## src/hw/rtl/bads_pkg.sv

```systemverilog
package bads_pkg;

    // Field widths of the cell store
    localparam int SUM_W   = 28;
    localparam int CNT_W   = 20;
    localparam int WORD_W  = SUM_W + CNT_W;
    localparam int MEAN_W  = 16;
    localparam int COORD_W = 10;
    localparam int PACE_W  = 11;
    localparam int GRID_W  = 9;

    // Cell index arithmetic: quotient * grid width + quotient
    localparam int PROD_W  = COORD_W + GRID_W;
    localparam int IDX_W   = PROD_W + 1;

    // A cell count saturates here
    localparam logic [CNT_W-1:0] COUNT_MAX = {CNT_W{1'b1}};

    // Shared divider: 16 quotient bits, divisor up to 20 bits
    localparam int DIV_QW  = 16;
    localparam int DIV_DW  = 20;

    // Configuration register indexes
    localparam int CFG_IDX_W = 2;
    localparam logic [CFG_IDX_W-1:0] CFG_H_PACE     = 2'd0;
    localparam logic [CFG_IDX_W-1:0] CFG_V_PACE     = 2'd1;
    localparam logic [CFG_IDX_W-1:0] CFG_GRID_WIDTH = 2'd2;

    // Item kinds
    localparam logic KIND_ACCUM = 1'b0;
    localparam logic KIND_READ  = 1'b1;

    typedef enum logic [3:0] {
        ST_CLEAR,
        ST_IDLE,
        ST_DIV_X,
        ST_DIV_Y,
        ST_MULT,
        ST_ADDR,
        ST_UPDATE,
        ST_RD_CELL,
        ST_MEAN,
        ST_EMIT
    } t_state;

    // Request into the shared divider
    typedef struct packed {
        logic              start;
        logic [DIV_DW-1:0] rem_init;
        logic [DIV_QW-1:0] num;
        logic [DIV_DW-1:0] den;
    } t_div_req;

    // Answer from the shared divider
    typedef struct packed {
        logic              done;
        logic [DIV_QW-1:0] quo;
    } t_div_rsp;

endpackage

```

## src/hw/rtl/bads_div.sv

```systemverilog
module bads_div
    import bads_pkg::*;
(
    input  logic     i_clk,
    input  logic     i_rst_n,
    input  t_div_req i_req,
    output t_div_rsp o_rsp
);

    localparam int CW = $clog2(DIV_QW);

    logic [DIV_DW-1:0] r_rem;
    logic [DIV_QW-1:0] r_quo;
    logic [DIV_DW-1:0] r_den;
    logic [CW-1:0]     r_cnt;
    logic              r_busy;
    logic              r_done;

    logic [DIV_DW:0]   trial;
    logic              fits;

    // One restoring step: shift in the next dividend bit, try the subtract
    assign trial = {r_rem, r_quo[DIV_QW-1]};
    assign fits  = trial >= {1'b0, r_den};

    // Sequence control
    always_ff @(posedge i_clk) begin
        if (!i_rst_n) begin
            r_busy <= 1'b0;
            r_done <= 1'b0;
            r_cnt  <= '0;
        end else begin
            r_done <= 1'b0;
            if (i_req.start) begin
                r_busy <= 1'b1;
                r_cnt  <= '0;
            end else if (r_busy) begin
                r_cnt <= r_cnt + 1'b1;
                if (r_cnt == CW'(DIV_QW - 1)) begin
                    r_busy <= 1'b0;
                    r_done <= 1'b1;
                end
            end
        end
    end

    // Remainder and quotient shift register
    always_ff @(posedge i_clk) begin
        if (i_req.start) begin
            r_rem <= i_req.rem_init;
            r_quo <= i_req.num;
            r_den <= i_req.den;
        end else if (r_busy) begin
            if (fits) begin
                r_rem <= DIV_DW'(trial - {1'b0, r_den});
            end else begin
                r_rem <= trial[DIV_DW-1:0];
            end
            r_quo <= {r_quo[DIV_QW-2:0], fits};
        end
    end

    assign o_rsp.done = r_done;
    assign o_rsp.quo  = r_quo;

endmodule

```

## config.mk

```make
export PLATFORM = sky130hd
export DESIGN_NAME = bads_div
export DESIGN_NICKNAME = d
export VERILOG_FILES = /design/src/hw/rtl/bads_pkg.sv /design/src/hw/rtl/bads_div.sv
export SDC_FILE = /design/constraint.sdc
export NUM_CORES = 1
export LEC_CHECK = 0
export ABC_AREA = 1
export BUFFER_PORTS_ARGS = -buffer_cell sky130_fd_sc_hd__buf_2
export CORE_AREA = 4 4 111 113
export CTS_BUF_LIST = sky130_fd_sc_hd__clkbuf_2
export CTS_CLUSTER_DIAMETER = 30
export DETAILED_ROUTE_END_ITERATION = 8
export DIE_AREA = 0 0 115 117
export HOLD_SLACK_MARGIN = 0.15
export SLEW_MARGIN = 20
export SYNTH_ARGS = -nofsm -noshare
export SYNTH_HDL_FRONTEND = slang
export SYNTH_SLANG_ARGS = --single-unit
```

## constraint.sdc

```tcl
create_clock -name i_clk -period 2.4 [get_ports i_clk]
set_input_delay 0.12 -clock i_clk [delete_from_list [all_inputs] [get_ports i_clk]]
set_output_delay 0.12 -clock i_clk [all_outputs]
set_load 0.05 [all_outputs]
```

**After elaboration in Yosys (flattened, before gate mapping)**

Index checks and enable logic that the tools add are counted.
W data, S select, Z words.

- Register bits: 62
- Bits of input ports: 59
- Output and inout bits: 17
- Logic and storage cells: 24

- Add/sub/neg operators: 2
- Order comparisons: 1
- Equal/unequal tests: 1
- Mux-type cells: 9
- Bitwise operators: 2
- Reduce and logical (&&, ||, !) cells: 3

Operators with widths:

| cell | number |
|---|---|
| $mux W20 | 3 |
| $mux W16 | 2 |
| $ge A21 B20 Y1 | 1 |
| $sub A20 B20 Y20 | 1 |
| $add A4 B1 Y4 const B | 1 |
| $eq A4 B4 Y1 const B | 1 |
| $mux W1 | 4 |
| $reduce_or A3 Y1 | 1 |
| $not A1 Y1 | 2 |
| $reduce_bool A2 Y1 | 1 |
| $reduce_or A2 Y1 | 1 |

**Depth between registers and ports, before layout**

- Depth after elaboration: 4
- Mapped depth: 15
- Gate-level depth less buffers: 15

**Least setup slack after synthesis**

OpenSTA, ideal clock, no wires.

- Kind: reg-to-reg
- Start point: reg r_quo[15]
- End point: reg r_rem[16] (data pin)
- Arrival: 2.024 ns
- Required time: 2.147 ns
- Slack: 0.123 ns
- Cell stages (with the launch flop): 15
- Buffers on the path: 0
- Cells stage by stage: edfxtp_1 > inv_1 > ha_1 > inv_1 > fa_1 > nand2_1 > nand3_1 > nand3_1 > nand2_1 > nand2_1 > nand3b_1 > nand2_1 > nand2_1 > nand3_1 > nand2_1

- Cells in the longest elaborated chain, start to end: 4
- Elaborated cells on any way between the ends: 5

RTL lines:

| item | RTL line | RTL |
|---|---|---|
| from (decl) | bads_div.sv:13 | `logic [DIV_QW-1:0] r_quo;` |
| from (signal assigned) | bads_div.sv:51 | `r_quo <= i_req.num;` |
| from (signal assigned) | bads_div.sv:59 | `r_quo <= {r_quo[DIV_QW-2:0], fits};` |
| $sub A20 B20 Y20 / $ge A21 B20 Y1 (equally long branches) | bads_div.sv:55, bads_div.sv:24 |  |
| $mux W20 (*) | bads_div.sv:54 | `if (fits) begin` |
| $mux W20 (*) | bads_div.sv:53 | `end else if (r_busy) begin` |
| $mux W20 (*) | bads_div.sv:49 | `if (i_req.start) begin` |
| to (signal assigned) | bads_div.sv:50 | `r_rem <= i_req.rem_init;` |
| to (signal assigned) | bads_div.sv:55 | `r_rem <= DIV_DW'(trial - {1'b0, r_den});` |
| to (signal assigned) | bads_div.sv:57 | `r_rem <= trial[DIV_DW-1:0];` |
| to (decl) | bads_div.sv:12 | `logic [DIV_DW-1:0] r_rem;` |

Mark *: on every way between the ends. The rest lies on a longest branch, timed or not. The select of a mux whose other input is x is not followed.
A chain may end at the register's enable or synchronous reset.

**Worst setup path in the final report**

- Start point: reg r_rem[17]
- End point: reg r_rem[8] (data pin)

- Cells in the longest elaborated chain, start to end: 4

RTL lines:

| item | RTL line | RTL |
|---|---|---|
| $ge A21 B20 Y1 | bads_div.sv:24 | `assign fits = trial >= {1'b0, r_den};` |
| $mux W20 | bads_div.sv:54 |  |
| $mux W20 | bads_div.sv:53 |  |
| $mux W20 | bads_div.sv:49 |  |

Every way passes these cells. The select of a mux whose other input is x is not followed.

==> impl_metrics.tcl <==
set metrics [dict create \
    grt_overflow 0 \
    core_um2 11300 \
    min_path_cells 2 \
    slew-limit-headroom_pct 58.4 \
    die_w_um 115 \
    async_flop_share_pct 0 \
    antenna_left 0 \
    pre_cts_ws_ns 0.0810 \
    io_buffers 75 \
    die_h_um 117 \
    layout_common_cells "230 x nand2_1, 79 x inv_1, 75 x buf_2, 73 x dlygate4sd3_1, 56 x edfxtp_1" \
    cts_sinks 62 \
    drv_cap 0 \
    cp-end-kind "flip-flop" \
    outcome "finished, final reports clean" \
    finalMaxSlewViolations 0 \
    cp_max_fo 19 \
    cts_buffer_depth 2 \
    place_inst 754 \
    area_growth_pct 36.7 \
    synth_ff_type "edfxtp_1" \
    fin_ws_ns 0.131 \
    tightestPinTransition_ns 0.624 \
    antenna_found_initial 0 \
    ioPinCount 76 \
    synthesis.area_um2 4120 \
    routed-via-count 3923 \
    leakagePower_nw 2.81 \
    cts_tree "yes" \
    drive_above_1_share_pct 17.6 \
    synth_cells 540 \
    drt-total-wl_um 11200 \
    die_area_um2 13500 \
    hold_viol_final 0 \
    min_path_type "in2reg" \
    seq_area_frac_synth_pct 43.7 \
    synth_edf_count 56 \
    ys_ff_latch 62 \
    grt_max_degree 58 \
    finalCriticalPeriod_ns 2.27 \
    htree_num_levels 3 \
    reg2reg_slack_ns 0.13 \
    final_common_cell "nand2_1" \
    drtIter0Drc 182 \
    drtPass1Iterations 5 \
    setup-violations-final 0 \
    cp.arrival_ns 2.56 \
    postSynthAreaPerCell_um2 7.63 \
    hpwlAfterDp_um 7680 \
    fmax_ghz 0.441 \
    grt_pass1_wl_um 18800 \
    max-vdd-ir-drop_mv 0.556 \
    routedWlPerCell_um 13.3 \
    whs_ns 0.266 \
    viasPerCell 4.65 \
    p_per_area_nw_per_um2 731 \
    clk_pin_slew_ns 0.23 \
    fin_util_pct 49.7 \
    synth_fp_nets 621 \
    worstSetupStartpointType "flip-flop" \
    skew_ns 0.0389 \
    period_share_pct 94.5 \
    synth_cell_types 30 \
    yosys_warnings 0 \
    clock_latency_ns 0.54 \
    grt_pass1_vias 4065 \
    diodes 0 \
    cts-root-buf "clkbuf_2" \
    num_rows 39 \
    grt_usage_pct 17.8 \
    drc 0 \
    initial_core_util_pct 36.4 \
    gp_congestion 0.920 \
    cts_buffers 9 \
    worstPathRequired_ns 2.70 \
    num-nets-final 776 \
    worstSetupPathType "reg2reg" \
    fin_cells 843 \
    worstRegToRegCells 9 \
]
==> synthesized netlist by cell type (2+ instances only) <==
cell | instances | area share [%]
dfxtp_1 | 6 | 2.9
nand3_1 | 39 | 4.7
nor3_2 | 2 | 0.49
clkbuf_1 | 3 | 0.27
buf_1 | 2 | 0.18
nor3_1 | 2 | 0.24
nand3b_1 | 22 | 4.0
edfxtp_1 | 56 | 41
ha_1 | 21 | 6.4
nand4_1 | 3 | 0.46
xnor2_1 | 7 | 1.5
buf_6 | 4 | 1.1
o21ai_0 | 3 | 0.36
nand2_1 | 231 | 21
inv_1 | 79 | 7.2
nor2_2 | 4 | 0.61
xor2_1 | 3 | 0.64
a21oi_1 | 15 | 1.8
nor2_1 | 21 | 1.9
nand2_2 | 2 | 0.30
or2_2 | 2 | 0.30
buf_4 | 5 | 0.91
==> cell families (layout without fill, tap and decap cells) <==
group           after synthesis  in the layout  synth area share (%)
simple gates                331            331                  34.7
buf+inv                      94            254                  9.78
flops                        62             62                  43.7
fa+ha+maj                    22             22                  6.87
compound gates               21             21                  2.79
xor+xnor                     10             10                  2.13
==> area by class of cell <==
type | count | area, µm²
clock buffers | 9 | 45.0
clock inverters | 7 | 120
fillers | 1106 | 5690
inverters | 79 | 297
multi-input cells | 384 | 1990
flip-flops and latches | 62 | 1800
well taps | 143 | 179
repair buffers | 159 | 1200
==> through the flow <==
step	total power, mW	TNS [ns]	instance area [µm²]
after floorplan	2.67	0	4120
after global placement	3.06	0	4650
after detailed placement	3.07	0	4650
after CTS	4.08	0	5550
after global routing	4.43	-0.0163	5630
final	4.12	0	5630
==> worst max-delay path: stages, from the launching register on <==
cell	delay, ns
edfxtp_1	0.45
ha_1	0.43
a21oi_2	0.21
o21a_1	0.14
nand2_1	0.05
nor2_1	0.19
buf_6	0.24
nand3b_1	0.12
nand3_1	0.14
nand2_1	0.07
==> where the power goes <==
group / switching [mW] / internal [mW]
logic: 1.07 / 0.721
clock network: 0.435 / 0.455
registers: 0.0783 / 1.36
==> sequential cells by signal, summed over array words and instances (netlist names) <==
| register | count |
|---|---|
| r_done | 1 |
| r_den | 20 |
| r_busy | 1 |
| r_rem | 20 |
| r_quo | 16 |
| r_cnt | 4 |
==> layer usage <==
metal | GRT usage (%) | up-vias | routed length, µm
li1 | - | 2026 | -
met1 | 21.3 | 1781 | 4890
met2 | 31.9 | 104 | 5570
met3 | 3.19 | 12 | 570
met4 | 6.57 | 0 | 195
met5 | 0 | - | 0
==> what timing repair did <==
| item | CTS | global route |
|---|---|---|
| hold buffers | 73 | 0 |
| hold endpoints to repair | 62 | 0 |
| setup buffers | 0 | 0 |
| resized for setup | 0 | 15 |
| setup endpoints to repair | 0 | 17 |
==> path summary, 6_finish.rpt <==
kind,startpoint,endpoint
setup / recovery,r_rem[17],r_rem[8]
setup reg to reg,r_rem[17],r_rem[8]
hold reg to reg,r_cnt[1],r_cnt[1]
hold / removal,i_req[17],r_den[17]
Power figures use the tool's default switching activity.
