===== config.mk =====
export PLATFORM = sky130hd
export DESIGN_NAME = bads_ram
export DESIGN_NICKNAME = d
export VERILOG_FILES = /design/src/hw/rtl/bads_ram.sv
export SDC_FILE = /design/constraint.sdc
export NUM_CORES = 1
export LEC_CHECK = 0
export ABC_AREA = 1
export CORE_MARGIN = 2
export CORE_UTILIZATION = 38
export CTS_CLUSTER_DIAMETER = 50
export DETAILED_ROUTE_END_ITERATION = 12
export DONT_BUFFER_PORTS = 1
export GPL_ROUTABILITY_DRIVEN = 0
export HOLD_SLACK_MARGIN = 0.03
export PLACE_DENSITY = 0.6
export SYNTH_ARGS = -nofsm -noshare
export SYNTH_HDL_FRONTEND = slang
export SYNTH_SLANG_ARGS = --single-unit

===== constraint.sdc =====
create_clock -name i_clk -period 2.2 [get_ports i_clk]
set_clock_uncertainty 0.05 [all_clocks]
set_input_delay 0.33 -clock i_clk [delete_from_list [all_inputs] [get_ports i_clk]]
set_output_delay 0.33 -clock i_clk [all_outputs]
set_load 0.02 [all_outputs]

===== src/hw/rtl/bads_ram.sv =====
module bads_ram #(
    parameter int WIDTH = 8,
    parameter int DEPTH = 16
) (
    input  logic                                       i_clk,
    input  logic                                       i_we,
    input  logic [((DEPTH > 1) ? $clog2(DEPTH) : 1)-1:0] i_waddr,
    input  logic [WIDTH-1:0]                           i_wdata,
    input  logic [((DEPTH > 1) ? $clog2(DEPTH) : 1)-1:0] i_raddr,
    output logic [WIDTH-1:0]                           o_rdata
);

    logic [WIDTH-1:0] r_mem [DEPTH];
    logic [WIDTH-1:0] r_rdata;

    // Write one word, read one word with registered data
    always_ff @(posedge i_clk) begin
        if (i_we) begin
            r_mem[i_waddr] <= i_wdata;
        end
        r_rdata <= r_mem[i_raddr];
    end

    assign o_rdata = r_rdata;

endmodule


Word level (Yosys, flattened, before mapping)

Memory sizes are Yosys's and may differ from the RTL's. A register that Yosys moved wholly into a read port is not among the register bits.
Cells that the tools add are included.

Bits in registers: 0
Latch bits: 0
RAM bits: 128
Memory bits (read-only): 0
Output and inout port bits: 8
Logic and storage cells: 3
Memories: 1

Add/subtract/negate cells: 0
Multiply operators: 0
Divide/modulo/power cells: 0
$lt $le $gt $ge: 0
Eq/ne operators: 0
Shift-type cells: 0
Mux-type cells: 2
Bitwise operators: 0
Reductions and logical operators: 0

Memories:

| name  | depth | bits a word | read ports | clocked after memory_dff | wr ports | RTL line | text |
|---|---|---|---|---|---|---|---|
| r_mem | 16    | 8           | 1          | 1                        | 1        | 13       | `logic [WIDTH-1:0] r_mem [DEPTH];` |

Operators by type and width:

| operator | count |
|---|---|
| $mux 1   | 2 |

Depth between registers and ports, before layout

Gate-level depths: netlist of run 1.

Word-level depth: 2
Gate-level depth with buffers: 8
Gate-level depth less buffers: 7

Worst setup path after synthesis of run 1

No wires, ideal clock.

Kind: in2reg
From: input port i_waddr[2] (netlist bit)
To: memory r_mem[10][0] (enable)
Setup time: 0.370 ns
Arrival: 0.911 ns
Path slack: 0.869 ns
Stages on the path: 2
Path through: nand3b_1 > nor2_1

RTL lines:

| what        | RTL line | text |
|---|---|---|
| from (decl) | 7        | `input logic [((DEPTH > 1) ? $clog2(DEPTH) : 1)-1:0] i_waddr,` |
| to (decl)   | 13       |  |

Straight into the memory's write port.

Worst setup path after layout of run 1

From: input port i_wdata[7]
To: memory r_mem[1][7] (data pin)

RTL lines:

| what        | RTL line | text |
|---|---|---|
| from (decl) | 8        | `input logic [WIDTH-1:0] i_wdata,` |

Straight into the memory's write port.

==> results of run 1 <==
-- flip-flops by register name, summed over array words and instances, names as in the netlist --
| name | flops |
|---|---|
| o_rdata | 8 |
| r_mem | 128 |
-- worst paths after layout --
kind	startpoint	to	slack [ns]	cells after the start
setup / recovery	i_wdata[7]	r_mem[1][7]	0.86	1
hold / removal	i_raddr[3]	o_rdata[2]	0.07	2
setup reg to reg	r_mem[11][5]	o_rdata[5]	1.11	6
hold reg to reg	r_mem[8][7]	o_rdata[7]	0.63	6
-- cell type report --
type	instances	area (um^2)
Fill cell	1355	8460
Sequential cell	136	4000
Multi-Input combinational cell	289	1210
Clock buffer	29	520
Inverter	102	383
Tap cell	188	235
Timing Repair Buffer	23	198
Clock inverter	3	15.0
-- per-layer routing --
metal | routed length [um] | track usage | up-vias
li1 | - | - | 1808
met1 | 5680 | 0.225 | 1708
met2 | 5940 | 0.250 | 114
met3 | 722 | 0.0469 | 26
met4 | 374 | 0.0860 | 0
met5 | 0 | 0 | -
-- logic make-up (layout without fill, tap and decap cells) --
group                  Yosys count  count (layout)
buffers and inverters          126             157
flip-flops                     136             136
AND/OR/NAND/NOR                289             289
-- where the power goes --
part	switching [uW]	leakage [uW]	total, uW	internal (uW)
registers	41.7	0.00122	2940	2900
logic	192	0.00130	279	86.8
clock network	965	0.000265	2550	1580
-- through the flow --
| step | utilization | cell area [um^2] | hold slack, ns | power, uW |
|---|---|---|---|---|
| floorplan | - | 5770 | 0.379 | 3190 |
| global placement | 0.395 | 5930 | 0.380 | 3210 |
| detailed placement | 0.395 | 5930 | 0.380 | 3220 |
| CTS | 0.437 | 6570 | 0.0784 | 5810 |
| global route | 0.437 | 6570 | 0.0826 | 5950 |
| finish | 0.437 | 6570 | 0.0683 | 5770 |
-- repair_timing --
| action | CTS | global route |
|---|---|---|
| hold endpoints to repair | 132 | 0 |
| setup buffers | 0 | 0 |
| hold buffers | 10 | 0 |
-- cell usage in the layout (no fill, tap or decap) --
cell / netlist / layout
edfxtp_1: 128 / 128
clkbuf_16: 0 / 17
dfxtp_1: 8 / 8
nand2_1: 173 / 173
inv_1: 100 / 100
nand3b_1: 2 / 2
clkbuf_1: 0 / 7
inv_2: 2 / 2
dlygate4sd3_1: 0 / 10
nand3_1: 97 / 97
clkinv_2: 0 / 3
clkbuf_8: 0 / 5
buf_4: 4 / 13
nor2_1: 17 / 17
==> impl_metrics.json, run 1 <==
{
  "status": "completed",
  "synthDominantCellAreaShare": 0.667,
  "htree_num_levels": 4,
  "synthMuxAreaShare": 0,
  "antennaDiodeCount": 0,
  "numCtsBuffers": 17,
  "p_per_area_mw_per_mm2": 878,
  "ys_seq_area_frac": 0.694,
  "cp-end-kind": "flip-flop",
  "grt_pass1_wl_um": 19900,
  "maxCapViolCount": 0,
  "synth_simple_gate_area_share": 0.210,
  "clkTransAtPathRegs_ns": 0.05,
  "path_class": "primary input to flip-flop",
  "synth_edf_count": 128,
  "yosysTopAreaCell": "edfxtp_1",
  "cts_tree": "yes",
  "ant_nets": 0,
  "critical_path_peak_fanout": 16,
  "wl_per_cell_um": 16.5,
  "path_delay_family": "buffers and inverters",
  "synth_seq_cells": 136,
  "max_freq_mhz": 746,
  "drcViolationCount": 0,
  "grt_usage": 0.167,
  "initial_core_util": 0.384,
  "place_inst": 728,
  "setup_violations": 0,
  "synth.most_common_cell": "nand2_1",
  "grt_max_degree": 66,
  "synthesis.area_mm2": 0.00577,
  "grt_pass1_vias": 3537,
  "clock_latency_ns": 0.42,
  "synthAdderAreaFrac": 0,
  "clock_path_buffers": 2,
  "yosys_most_used_dff": "edfxtp_1",
  "final_cells": 770,
  "die_h_um": 127,
  "via_per_inst": 4.75,
  "path_cells": "dlygate4sd3_1",
  "hold_violations": 0,
  "die-area_mm2": 0.0162,
  "synthDistinctLibCells": 12,
  "rsz0062_at_grt": "no",
  "p_leak_uw": 0.00279,
  "grt.overflow.total": 0,
  "min_path_type": "primary input to flip-flop",
  "worst_slew_pin_slew_ns": 0.800,
  "ir_worst_vdd_v": 0.000472,
  "crit_arrival_ns": 1.40,
  "rows": 45,
  "critical_path_buf_inv_count": 1,
  "io_pins": 26,
  "async_flop_share": 0,
  "crit_path_top_delay_cell": "dlygate4sd3_1",
  "num_vias": 3656,
  "ys.warnings.count": 0,
  "portBuffers": 0,
  "antenna_found_initial": 0,
  "timing.final.crit_share": 0.609,
  "synth_nets": 569,
  "drive_gt1_frac": 0.0687,
  "first_pass_iters": 4,
  "dp_slack_ns": 0.707,
  "nNetsFinal": 587,
  "slew_headroom": 0.465,
  "synth_top_cells_by_count": "nand2_1 (173), edfxtp_1 (128), inv_1 (100)",
  "routed_wl_um": 12700,
  "core_mm2": 0.0150,
  "synth_cells": 551,
  "root_buffer": "clkbuf_16",
  "fin_setup_tns_ns": 0,
  "post_cts_resized": 0,
  "drtIter0Drc": 205,
  "cts.sinks": 136,
  "area_delta_synth_final_pct": 13.9,
  "slew_viol_final": 0,
  "syn_avg_cell_area_um2": 10.5,
  "startpoint_type": "primary input",
  "synth_compound_area_frac": 0,
  "synth_xor_area_frac": 0,
  "setup_slack_ns": 0.860,
  "synthTopCellsByArea": "edfxtp_1 (67%), nand2_1 (11%), nand3_1 (8.4%), inv_1 (6.5%), dfxtp_1 (2.8%)",
  "crit_path_max_incr_delay_ns": 1.06,
  "die_w_um": 127,
  "crit_required_ns": 2.26,
  "place.detailed.hpwl_um": 7570,
  "synth_top_family_by_area": "simple AND/OR/NAND/NOR gates",
  "fin_crit_ns": 1.34
}
(Power assumes the default switching activity.)
==> run 2: changes to the inputs <==
Clock period 2.2 ns to 1.31 ns, I/O delays scaled along.
==> impl_metrics.json, run 2 (synthesis results as in run 1) <==
{
  "core_mm2": 0.0150,
  "maxCapViolCount": 0,
  "first_pass_iters": 5,
  "io_pins": 26,
  "drive_gt1_frac": 0.0927,
  "clock_latency_ns": 0.42,
  "worst_slew_pin_slew_ns": 0.778,
  "r2r_slack_ns": 0.23,
  "drcViolationCount": 0,
  "hold_violations": 0,
  "die-area_mm2": 0.0162,
  "status": "completed",
  "cts_tree": "yes",
  "p_leak_uw": 0.00290,
  "slew_viol_final": 0,
  "area.sequential_mm2": 0.00400,
  "ant_nets": 0,
  "area_delta_synth_final_pct": 17.9,
  "slew_headroom": 0.480,
  "path_class": "primary input to flip-flop",
  "clkTransAtPathRegs_ns": 0.06,
  "grt_max_degree": 66,
  "place.detailed.hpwl_um": 8070,
  "fin_crit_ns": 1.21,
  "routed_wl_um": 13500,
  "grt.overflow.total": 0,
  "via_per_inst": 4.91,
  "rows": 45,
  "p_per_area_mw_per_mm2": 1570,
  "largest_reg_flops": 128,
  "timing.final.crit_share": 0.926,
  "portBuffers": 0,
  "antennaDiodeCount": 0,
  "num_vias": 3838,
  "wl_per_cell_um": 17.2,
  "grt_pass1_wl_um": 20800,
  "final_cell_mix": "nand2_1 (173), edfxtp_1 (128), inv_1 (100)",
  "top_register": "r_mem",
  "cts.sinks": 136,
  "htree_num_levels": 4,
  "min_path_type": "primary input to flip-flop",
  "final_util": 0.452,
  "drtIter0Drc": 312,
  "numCtsBuffers": 17,
  "startpoint_type": "primary input",
  "max_freq_mhz": 824,
  "fin_setup_tns_ns": 0,
  "setup_violations": 0,
  "initial_core_util": 0.384,
  "cp-end-kind": "flip-flop",
  "multiInputGateArea_mm2": 0.00121,
  "crit_arrival_ns": 1.47,
  "clock_path_buffers": 2,
  "ir_worst_vdd_v": 0.000895,
  "grt_usage": 0.176,
  "critical_path_peak_fanout": 12,
  "crit_required_ns": 1.56,
  "nNetsFinal": 598,
  "layout_commonest_cell": "nand2_1",
  "antenna_found_initial": 0,
  "grt_pass1_vias": 3730,
  "die_h_um": 127,
  "rsz0062_at_grt": "no",
  "root_buffer": "clkbuf_16",
  "fill_cells": 1349,
  "die_w_um": 127
}
==> run 2: what timing repair did <==
item | 4_1_cts | 5_1_grt
hold endpoints to repair | 136 | 1
gates resized for setup | 0 | 0
buffers inserted | 0 | 0
hold buffers | 11 | 1
==> run 2: final cells by class <==
cell class | count | area share
clock inverters | 13 | 0.0294
inverters | 102 | 0.0563
well taps | 188 | 0.0346
clock buffers | 19 | 0.0666
multi-input cells | 289 | 0.179
repair buffers | 34 | 0.0456
flip-flops and latches | 136 | 0.589
==> run 2: final timing paths <==
kind / start / to / cells after the start
hold / removal: i_raddr[1] / o_rdata[4] / 4
setup / recovery: i_raddr[2] / o_rdata[6] / 4
setup reg to reg: r_mem[9][3] / o_rdata[3] / 6
hold reg to reg: r_mem[12][2] / o_rdata[2] / 6
==> run 2: critical path, stage by stage <==
cell	delay (ns)
dlygate4sd3_1	0.90
nand3_1	0.14
nand3_1	0.15
nand2_1	0.07
==> run 2: where the power goes <==
part | switching (uW) | internal (uW) | leakage [uW]
Sequential | 76.3 | 4870 | 0.00122
Combinational | 346 | 169 | 0.00137
Clock | 1760 | 3460 | 0.000312
==> run 2: layer usage <==
metal / GRT usage / share of wire
met4: 0.0853 / 0.024
met5: 0 / 0
met2: 0.288 / 0.49
met1: 0.219 / 0.42
met3: 0.0452 / 0.066
==> run 2: metrics by stage <==
stage               hold WS (ns)  total power, uW  cell area [um^2]  std cells  worst slack [ns]
detailed placement         0.246             5440              6030        737            0.0266
floorplan                  0.245             5360              5770        551             0.113
global route              0.0629            11000              6800        781            0.0478
global placement           0.247             5430              6030        737            0.0723
finish                    0.0446            10700              6800        781            0.0964
CTS                       0.0305            10700              6790        780            0.0977
==> run 3: changes to the inputs <==
Settings changed: CORE_UTILIZATION 38 to 53, PLACE_DENSITY 0.6 to 0.76.
==> impl_metrics.json, run 3 (synthesis results as in run 1) <==
{
  "via_per_inst": 5.33,
  "die_w_um": 108,
  "wl_per_cell_um": 18.1,
  "startpoint_type": "flip-flop",
  "p_switching_uw": 2110,
  "drcViolationCount": 0,
  "fill_cells": 811,
  "fin_setup_tns_ns": 0,
  "r2r.worst_path.cells": 6,
  "top_register": "r_mem",
  "cts.sinks": 136,
  "antennaDiodeCount": 0,
  "timing.final.crit_share": 0.966,
  "worstHoldPathCells": 6,
  "p_int_uw": 7700,
  "num_vias": 3910,
  "antenna_found_initial": 0,
  "portBuffers": 0,
  "clkTransAtPathRegs_ns": 0.06,
  "cts_tree": "yes",
  "maxCapViolCount": 0,
  "r2r-end": "o_rdata[1]",
  "ant_nets": 0,
  "r2r_slack_ns": 0.18,
  "die_h_um": 108,
  "power_frac_comb": 0.057,
  "worst_slew_pin_slew_ns": 0.804,
  "grt_pass1_vias": 3696,
  "slew_headroom": 0.462,
  "grt.overflow.total": 0,
  "hold_violations": 0,
  "crit_arrival_ns": 1.02,
  "area_delta_synth_final_pct": 15.2,
  "placed_area_mm2": 0.00595,
  "reg2reg_from": "r_mem[6][1]",
  "design_area_mm2": 0.00664,
  "core_mm2": 0.0107,
  "setup_slack_ns": 0.0444,
  "rows": 38,
  "setup_violations": 0,
  "first_pass_iters": 5,
  "max_freq_mhz": 790,
  "drive_gt1_frac": 0.0825,
  "routed_wl_um": 13300,
  "grt_usage": 0.244,
  "layout_commonest_cell": "nand2_1",
  "grt_max_degree": 53,
  "clock_path_buffers": 2,
  "crit_required_ns": 1.06,
  "swShare": 0.215,
  "io_pins": 26,
  "hold_end": "o_rdata[0]",
  "final_cell_mix": "nand2_1 (173), edfxtp_1 (128), inv_1 (100)",
  "p_per_area_mw_per_mm2": 1480,
  "min_path_type": "primary input to flip-flop",
  "drtIter0Drc": 465,
  "clkPwrFrac": 0.439,
  "root_buffer": "clkbuf_8",
  "path_class": "flip-flop to output port",
  "pwr-share-seq": 0.504,
  "rsz0062_at_grt": "no",
  "place.detailed.hpwl_um": 7680,
  "initial_core_util": 0.537,
  "status": "completed",
  "numCtsBuffers": 17,
  "p_leak_uw": 0.00286,
  "ir_worst_vdd_v": 0.000714,
  "cp-end-kind": "output port",
  "dp_slack_ns": 0.0822,
  "largest_reg_flops": 128,
  "min_from": "i_raddr[0]",
  "slew_viol_final": 0,
  "clock_latency_ns": 0.53,
  "grt_pass1_wl_um": 20600,
  "nNetsFinal": 599,
  "cts_setup_buffers": 0,
  "fin_crit_ns": 1.27,
  "critical_path_peak_fanout": 1,
  "die-area_mm2": 0.0117,
  "htree_num_levels": 4
}
-- run 3: cell type report --
cell class                      count  area (um^2)  area share
Clock buffer                       20          425      0.0640
Timing Repair Buffer               35          333      0.0501
Tap cell                          140          175      0.0264
Sequential cell                   136         4000       0.603
Inverter                          102          383      0.0576
Clock inverter                     12          109      0.0164
Multi-Input combinational cell    289         1210       0.183
-- run 3: metrics by stage --
| step | utilization | total power [uW] | hold WS, ns | std cells |
|---|---|---|---|---|
| after floorplan | - | 5360 | 0.245 | 551 |
| after global placement | 0.553 | 5400 | 0.246 | 688 |
| after detailed placement | 0.553 | 5420 | 0.246 | 688 |
| after CTS | 0.618 | 9820 | 0.0318 | 734 |
| after global routing | 0.618 | 10100 | 0.0587 | 734 |
| final | 0.618 | 9810 | 0.0526 | 734 |
-- run 3: repair_timing --
action	in CTS	in global routing
endpoints found under the hold margin	136	0
resized for setup	0	1
endpoints found under the setup margin	0	2
hold buffers	14	0
-- run 3: per-layer routing --
layer / up-vias / share of wire / global-route usage
li1: 1834 / - / -
met1: 1846 / 0.42 / 0.333
met2: 204 / 0.47 / 0.375
met3: 26 / 0.079 / 0.0687
met4: 0 / 0.025 / 0.0962
met5: - / 0 / 0
-- run 3: worst max path at each step --
stage,start,to,depth (start not counted)
floorplan,i_waddr[2],r_mem[10][0],2
finish,o_rdata[0],o_rdata[0],0
CTS,o_rdata[0],o_rdata[0],0
global route,o_rdata[0],o_rdata[0],0
global placement,i_raddr[0],o_rdata[7],8
detailed placement,i_raddr[0],o_rdata[1],7
-- run 3: worst register-to-register path, cell delays in order, from the launching register on --
cell,delay (ns)
edfxtp_1,0.35
inv_1,0.08
nand2_1,0.06
nand3_1,0.12
nand3_1,0.13
nand3_1,0.13
nand2_1,0.09
-- run 3: power groups by stage --
stage | registers [uW] | logic (uW) | clock network (uW)
4_1_cts | 4940 | 553 | 4330
6_report | 4940 | 560 | 4300
5_1_grt | 4950 | 608 | 4510
3_3_place_gp | 5030 | 374 | 0
2_1_floorplan | 5010 | 343 | 0
3_5_place_dp | 5030 | 384 | 0
